==> src/design/stsi_pkg.sv <==
// ----------------------------------------------------------------------------
// stsi_pkg
// Shared types and codes for the sorted table: operation and status codes,
// and the control and flag groups passed between the top level and the cells.
// ----------------------------------------------------------------------------
package stsi_pkg;

    typedef enum logic [1:0] {
        MODE_SEARCH = 2'd0,
        MODE_INSERT = 2'd1,
        MODE_REMOVE = 2'd2
    } mode_t;

    typedef enum logic [1:0] {
        ST_DONE      = 2'd0,
        ST_NOT_FOUND = 2'd1,
        ST_EMPTY     = 2'd2,
        ST_FULL      = 2'd3
    } status_t;

    localparam int unsigned VALUE_W = 32;
    localparam int unsigned COUNT_W = 5;

    typedef logic signed [VALUE_W-1:0] value_t;

    // update command broadcast to every cell
    typedef struct packed {
        logic insert;
        logic remove;
    } cell_cmd_t;

    // compare flags reported by each cell
    typedef struct packed {
        logic lt;
        logic eq;
        logic gt;
    } cell_flags_t;

endpackage

==> src/design/sorted_table_insert_remove_search_top.sv <==
// ----------------------------------------------------------------------------
// sorted_table_insert_remove_search_top
// Sorted table of signed 32-bit values held in a row of compare-and-shift
// cells. Each item searches, inserts in order or removes the first match.
// ----------------------------------------------------------------------------
//  channel  | ports                                   | direction
//  input    | s_valid s_ready s_mode s_value          | in
//  result   | m_valid m_ready m_match_count m_status  | out
//           | m_entries_held                          |
//
//  One item per cycle while m_ready holds: every cell compares and shifts in the
//  accept cycle, and the result is registered and shown in the next cycle.
//  The longest path is the 32-bit compare in each cell
//  followed by the count encode across CAPACITY cells.
//  The input is accepted whenever the result register is empty or being taken.
//  Reset (aresetn low, synchronous) empties the table and the result register.
// ----------------------------------------------------------------------------
module sorted_table_insert_remove_search_top #(
    parameter int unsigned CAPACITY = 16
) (
    input  logic                          aclk,
    input  logic                          aresetn,
    input  logic                          s_valid,
    output logic                          s_ready,
    input  logic [1:0]                    s_mode,
    input  logic signed [31:0]            s_value,
    output logic                          m_valid,
    input  logic                          m_ready,
    output logic [stsi_pkg::COUNT_W-1:0]  m_match_count,
    output logic [1:0]                    m_status,
    output logic [stsi_pkg::COUNT_W-1:0]  m_entries_held
);
    import stsi_pkg::*;

    localparam int unsigned CNT_W = $clog2(CAPACITY + 1);

    logic [CNT_W-1:0]   count_reg;
    logic [CNT_W-1:0]   count_next;
    logic               m_valid_reg;
    logic [COUNT_W-1:0] match_reg;
    logic [COUNT_W-1:0] match_next;
    status_t            status_reg;
    status_t            status_next;

    logic               accept;
    cell_cmd_t          cmd;
    value_t             entry   [CAPACITY];
    cell_flags_t        flags   [CAPACITY];
    logic [CAPACITY-1:0] valid;
    logic [CAPACITY:0]  lt_ext;
    logic [CAPACITY:0]  le_ext;
    logic [CAPACITY-1:0] eq_vec;
    logic [CNT_W-1:0]   n_lt;
    logic [CNT_W-1:0]   n_le;
    logic               found;
    logic               empty;
    logic               full;

    assign s_ready = !m_valid_reg || m_ready;
    assign accept  = s_valid && s_ready;

    genvar g;
    generate
        for (g = 0; g < CAPACITY; g++) begin : g_cell
            assign valid[g]  = CNT_W'(g) < count_reg;
            assign lt_ext[g] = flags[g].lt;
            assign le_ext[g] = !flags[g].gt;
            assign eq_vec[g] = flags[g].eq;

            stsi_cell u_cell (
                .aclk        (aclk),
                .valid       (valid[g]),
                .cmd         (cmd),
                .value       (s_value),
                .left_gt     ((g == 0) ? 1'b0 : flags[(g == 0) ? 0 : g-1].gt),
                .left_entry  (entry[(g == 0) ? 0 : g-1]),
                .right_entry (entry[(g == CAPACITY-1) ? g : g+1]),
                .entry       (entry[g]),
                .flags       (flags[g])
            );
        end
    endgenerate

    assign lt_ext[CAPACITY] = 1'b0;
    assign le_ext[CAPACITY] = 1'b0;

    // both flag rows are thermometers; the edge gives the number of cells below it
    always_comb begin
        n_lt = '0;
        n_le = '0;
        for (int i = 0; i < CAPACITY; i++) begin
            if (lt_ext[i] && !lt_ext[i+1]) n_lt = n_lt | CNT_W'(i + 1);
            if (le_ext[i] && !le_ext[i+1]) n_le = n_le | CNT_W'(i + 1);
        end
    end

    assign found = |eq_vec;
    assign empty = (count_reg == '0);
    assign full  = (count_reg == CNT_W'(CAPACITY));

    always_comb begin
        cmd         = '0;
        count_next  = count_reg;
        match_next  = '0;
        status_next = ST_DONE;
        unique case (s_mode)
            MODE_SEARCH: begin
                if (empty) begin
                    status_next = ST_EMPTY;
                end else if (!found) begin
                    status_next = ST_NOT_FOUND;
                end else begin
                    match_next = COUNT_W'(n_le - n_lt);
                end
            end
            MODE_INSERT: begin
                if (full) begin
                    status_next = ST_FULL;
                end else begin
                    cmd.insert = accept;
                    count_next = count_reg + 1'b1;
                end
            end
            MODE_REMOVE: begin
                if (empty) begin
                    status_next = ST_EMPTY;
                end else if (!found) begin
                    status_next = ST_NOT_FOUND;
                end else begin
                    cmd.remove = accept;
                    count_next = count_reg - 1'b1;
                end
            end
            default: begin
            end
        endcase
    end

    always_ff @(posedge aclk) begin
        if (!aresetn) begin
            count_reg   <= '0;
            m_valid_reg <= 1'b0;
        end else begin
            if (accept) begin
                count_reg   <= count_next;
                m_valid_reg <= 1'b1;
            end else if (m_ready) begin
                m_valid_reg <= 1'b0;
            end
        end
    end

    always_ff @(posedge aclk) begin
        if (accept) begin
            match_reg  <= match_next;
            status_reg <= status_next;
        end
    end

    logic [COUNT_W-1:0] held_reg;

    always_ff @(posedge aclk) begin
        if (accept) begin
            held_reg <= COUNT_W'(count_next);
        end
    end

    assign m_valid        = m_valid_reg;
    assign m_match_count  = match_reg;
    assign m_status       = status_reg;
    assign m_entries_held = held_reg;

endmodule

==> src/design/stsi_cell.sv <==
// ----------------------------------------------------------------------------
// stsi_cell
// One slot of the sorted table. Compares its entry with the broadcast value
// and, on insert, takes its left neighbour's entry or the value; on remove, its right neighbour's.
// ----------------------------------------------------------------------------
module stsi_cell (
    input  logic                aclk,
    input  logic                valid,
    input  stsi_pkg::cell_cmd_t cmd,
    input  stsi_pkg::value_t    value,
    input  logic                left_gt,
    input  stsi_pkg::value_t    left_entry,
    input  stsi_pkg::value_t    right_entry,
    output stsi_pkg::value_t    entry,
    output stsi_pkg::cell_flags_t flags
);
    import stsi_pkg::*;

    value_t entry_reg;
    value_t entry_next;

    assign entry = entry_reg;

    always_comb begin
        flags.lt = valid && (entry_reg < value);
        flags.eq = valid && (entry_reg == value);
        flags.gt = !valid || (entry_reg > value);
    end

    // insert: cells past the slot shift right; remove: cells from the match shift left
    always_comb begin
        entry_next = entry_reg;
        if (cmd.insert && flags.gt) begin
            entry_next = left_gt ? left_entry : value;
        end else if (cmd.remove && !flags.lt) begin
            entry_next = right_entry;
        end
    end

    always_ff @(posedge aclk) begin
        entry_reg <= entry_next;
    end

endmodule

==> config.mk <==
export PLATFORM = sky130hd
export DESIGN_NAME = sorted_table_insert_remove_search_top
export DESIGN_NICKNAME = d
export VERILOG_FILES = /design/src/design/stsi_pkg.sv /design/src/design/sorted_table_insert_remove_search_top.sv /design/src/design/stsi_cell.sv
export SDC_FILE = /design/constraint.sdc
export NUM_CORES = 2
export LEC_CHECK = 0
export ABC_AREA = 1
export ABC_CLOCK_PERIOD_IN_PS = 7400
export BUFFER_PORTS_ARGS = -buffer_cell sky130_fd_sc_hd__clkbuf_2
export CELL_PAD_IN_SITES_DETAIL_PLACEMENT = 1
export CELL_PAD_IN_SITES_GLOBAL_PLACEMENT = 2
export CORE_MARGIN = 1.5
export CORE_UTILIZATION = 44
export CTS_CLUSTER_DIAMETER = 100
export CTS_CLUSTER_SIZE = 24
export DETAILED_ROUTE_END_ITERATION = 7
export PLACE_DENSITY_LB_ADDON = 0.1
export SETUP_SLACK_MARGIN = 0.5
export SYNTH_ARGS = -nofsm -noshare
export SYNTH_HDL_FRONTEND = slang
export SYNTH_HIERARCHICAL = 1
export SYNTH_SLANG_ARGS = --single-unit
==> constraint.sdc <==
create_clock -name aclk -period 7.4 [get_ports aclk]
set_clock_uncertainty 0.05 [all_clocks]
set_input_delay 0 -clock aclk [delete_from_list [all_inputs] [get_ports aclk]]
set_output_delay 0 -clock aclk [all_outputs]
set_load 0.02 [all_outputs]
==> results.sh <==
export IMPL_core_area_mm2=0.1130
export IMPL_cts_tree="built"
export IMPL_total_power_mw=8.334
export IMPL_cts_resized=0
export IMPL_worstPathRequired_ps=7630
export IMPL_final_cell_mix="nand2_1 (1264), inv_1 (719), o21ai_0 (554)"
export IMPL_grt_overflow_total=0
export IMPL_min_period_ps=5943
export IMPL_clk_pin_slew_ps=110
export IMPL_gp_congestion=0.8938
export IMPL_fin_setup_tns_ps=0
export IMPL_drt_iter0_markers=2675
export IMPL_synth_flop_cell="edfxtp_1"
export IMPL_min_to="g_cell[10].u_cell/entry[12]$_DFFE_PP_"
export IMPL_clock_sinks=530
export IMPL_synth_fa_ha_area_share_pct=13.03
export IMPL_numCtsBuffers=38
export IMPL_layout_nets=6480
export IMPL_ir_drop_mv=0.1578
export IMPL_avgSynthCellArea_um2=8.343
export IMPL_synth_edf_count=524
export IMPL_rr_startpoint="count_reg[2]$_SDFFE_PN0P_"
export IMPL_synth_async_reset_ratio_pct=0
export IMPL_ys_warn_count=6
export IMPL_cts_max_level=2
export IMPL_synth_seq_cells=530
export IMPL_seq_area_frac_synth_pct=31.49
export IMPL_path_class="reg2reg"
export IMPL_largest_reg_flops=512
export IMPL_synth_xor_area_share_pct=0.08696
export IMPL_worstHoldStart="s_value[12]"
export IMPL_cp_max_fo=34
export IMPL_r2r_end="g_cell[1].u_cell/entry[8]$_DFFE_PP_"
export IMPL_status="complete, no violations"
export IMPL_p_per_area_mw_per_mm2=158.0
export IMPL_end_kind="flop"
export IMPL_synth_nets=6598
export IMPL_track_usage_pct=29.92
export IMPL_muxShareOfSynthArea_pct=0.3578
export IMPL_cts_max_path_buffers=3
export IMPL_firstDrtPassIters=7
export IMPL_synth_compound_area_share_pct=8.622
export IMPL_finalHoldViolations=0
export IMPL_die_width_um=341.3
export IMPL_synthSimpleGateAreaFrac_pct=36.86
export IMPL_maxCapViolCount=0
export IMPL_max_freq_mhz=168.3
export IMPL_rows=123
export IMPL_setup_violations=0
export IMPL_whs_path_depth=5
export IMPL_wl_per_cell_um=23.61
export IMPL_grt_start_max_net_pins=70
export IMPL_synth_cell_type_count=41
export IMPL_p_leak_nw=24.74
export IMPL_rsz0062_at_grt="no"
export IMPL_hpwl_um=131200
export IMPL_pin_count=52
export IMPL_vias_per_cell=5.683
export IMPL_ff2ff_setup_slack_ps=1460
export IMPL_synth_top_family_by_area="simple AND/OR/NAND/NOR gates"
export IMPL_slew_headroom_pct=7.906
export IMPL_worst_pin_slew_ps=1369
export IMPL_root_buffer="clkbuf_16"
export IMPL_post_route_period_util_pct=80.30
export IMPL_routed_wl_um=175900
export IMPL_vias=42340
export IMPL_clk_latency_ps=660
export IMPL_die_h_um=341.3
export IMPL_dieArea_mm2=0.1165
export IMPL_antenna_found_initial=7
export IMPL_slew_violations=0
export IMPL_synth_cell_area_mm2=0.05036
export IMPL_hold_class="in2reg"
export IMPL_grt_first_pass_wirelength_um=270600
export IMPL_crit_arrival_ps=6170
export IMPL_grt_pass1_vias=44560
export IMPL_synthCells=6036
export IMPL_antenna_left=0
export IMPL_port_buffer_count=51
export IMPL_cts_setup_buffers=0
export IMPL_layout_commonest_cell="nand2_1"
export IMPL_startpoint_type="flop"
export IMPL_initial_core_util_pct=44.58
export IMPL_drc_errors=0
export IMPL_r2r_cells=17
export IMPL_hold_buffers=8
export IMPL_drive_above_1_share_pct=21.54
export IMPL_nFillCells=13580
export IMPL_area_growth_pct=4.748
==> worst max-delay path: stages, from the launching register on <==
cell     delay (ps)
dfxtp_1         640
nand2_1         220
o21ai_0         210
buf_4           220
nand4_1         120
nor4_1          810
nand2_2         840
inv_1           350
nor2_1           80
nand2_1          90
nor2_1           90
nand2_4         100
nand2_2          80
nor2_2          650
buf_4           290
nand2_1          60
nand2_1          90
buf_4           490
==> worst max-delay path by stage <==
stage / depth (start not counted) / start / slack [ps] / to
4_1_cts: 16 / count_reg[2]$_SDFFE_PN0P_ / 1370 / g_cell[1].u_cell/entry[8]$_DFFE_PP_
3_3_place_gp: 20 / s_value[13] / 1520 / g_cell[1].u_cell/entry[8]$_DFFE_PP_
5_1_grt: 16 / count_reg[2]$_SDFFE_PN0P_ / 1310 / g_cell[1].u_cell/entry[8]$_DFFE_PP_
6_report: 17 / count_reg[2]$_SDFFE_PN0P_ / 1460 / g_cell[1].u_cell/entry[8]$_DFFE_PP_
3_5_place_dp: 16 / count_reg[2]$_SDFFE_PN0P_ / 1420 / g_cell[1].u_cell/entry[8]$_DFFE_PP_
2_1_floorplan: 15 / count_reg[1]$_SDFFE_PN0P_ / 3690 / g_cell[0].u_cell/entry[0]$_DFFE_PP_
==> cell families after synthesis <==
kind of cell               count (synthesis)
adders and majority gates                524
buffers and inverters                   1045
and+or+nand+nor                         3073
DFF                                      530
xor gates and xnor gates                   5
AOI/OAI and AO/OA                        842
muxes                                     16
other                                      1
==> metal layers <==
metal / share of wire [%] / vias to the layer above / track usage (%)
met3: 3.6 / 209 / 2.628
li1: - / 20170 / -
met2: 49 / 837 / 53.16
met4: 3.3 / 0 / 9.630
met5: 0 / - / 0
met1: 44 / 21120 / 38.12
==> final cells by class <==
class | instances | area, um^2 | share of cell area [%]
antenna | 3 | 7.507 | 0.01423
clock buffer | 44 | 1037 | 1.966
clock inverter | 25 | 267.8 | 0.5076
inverter | 723 | 2721 | 5.159
multi-input combinational | 4461 | 29820 | 56.53
sequential | 530 | 15860 | 30.06
tap | 1500 | 1877 | 3.558
timing repair buffer | 164 | 1161 | 2.201
==> synth_stat cells, types with 32 or more instances <==
cell type | instances | area [um^2]
nand3_4 | 32 | 560.5
nand2_4 | 466 | 5248
edfxtp_1 | 524 | 15740
a21oi_1 | 236 | 1181
o21ai_0 | 555 | 2778
buf_12 | 48 | 960.9
nand3_1 | 64 | 320.3
ha_1 | 523 | 6544
nor2_1 | 151 | 566.8
nand2_1 | 1266 | 4752
inv_1 | 719 | 2699
o21a_1 | 32 | 240.2
buf_2 | 48 | 240.2
nand2_2 | 483 | 3022
nand4_1 | 546 | 3416
clkbuf_1 | 208 | 780.8
==> power by group <==
part	internal [mW]	switching, mW
clock	1.13	1.32
combinational	0.690	1.61
sequential	3.44	0.146
total	5.26	3.08
==> stage by stage <==
stage	hold WS, ps	util, %	instance area [um^2]	cells	setup WS, ps
2_1_floorplan	88.37	-	50360	6036	3689
3_3_place_gp	264.4	45.46	51360	7370	1524
3_5_place_dp	263.0	45.46	51360	7370	1422
4_1_cts	43.18	46.69	52740	7447	1368
5_1_grt	110.4	46.69	52750	7449	1305
6_report	79.83	46.70	52750	7450	1457
Note: power is estimated with default switching activity, not from simulation.
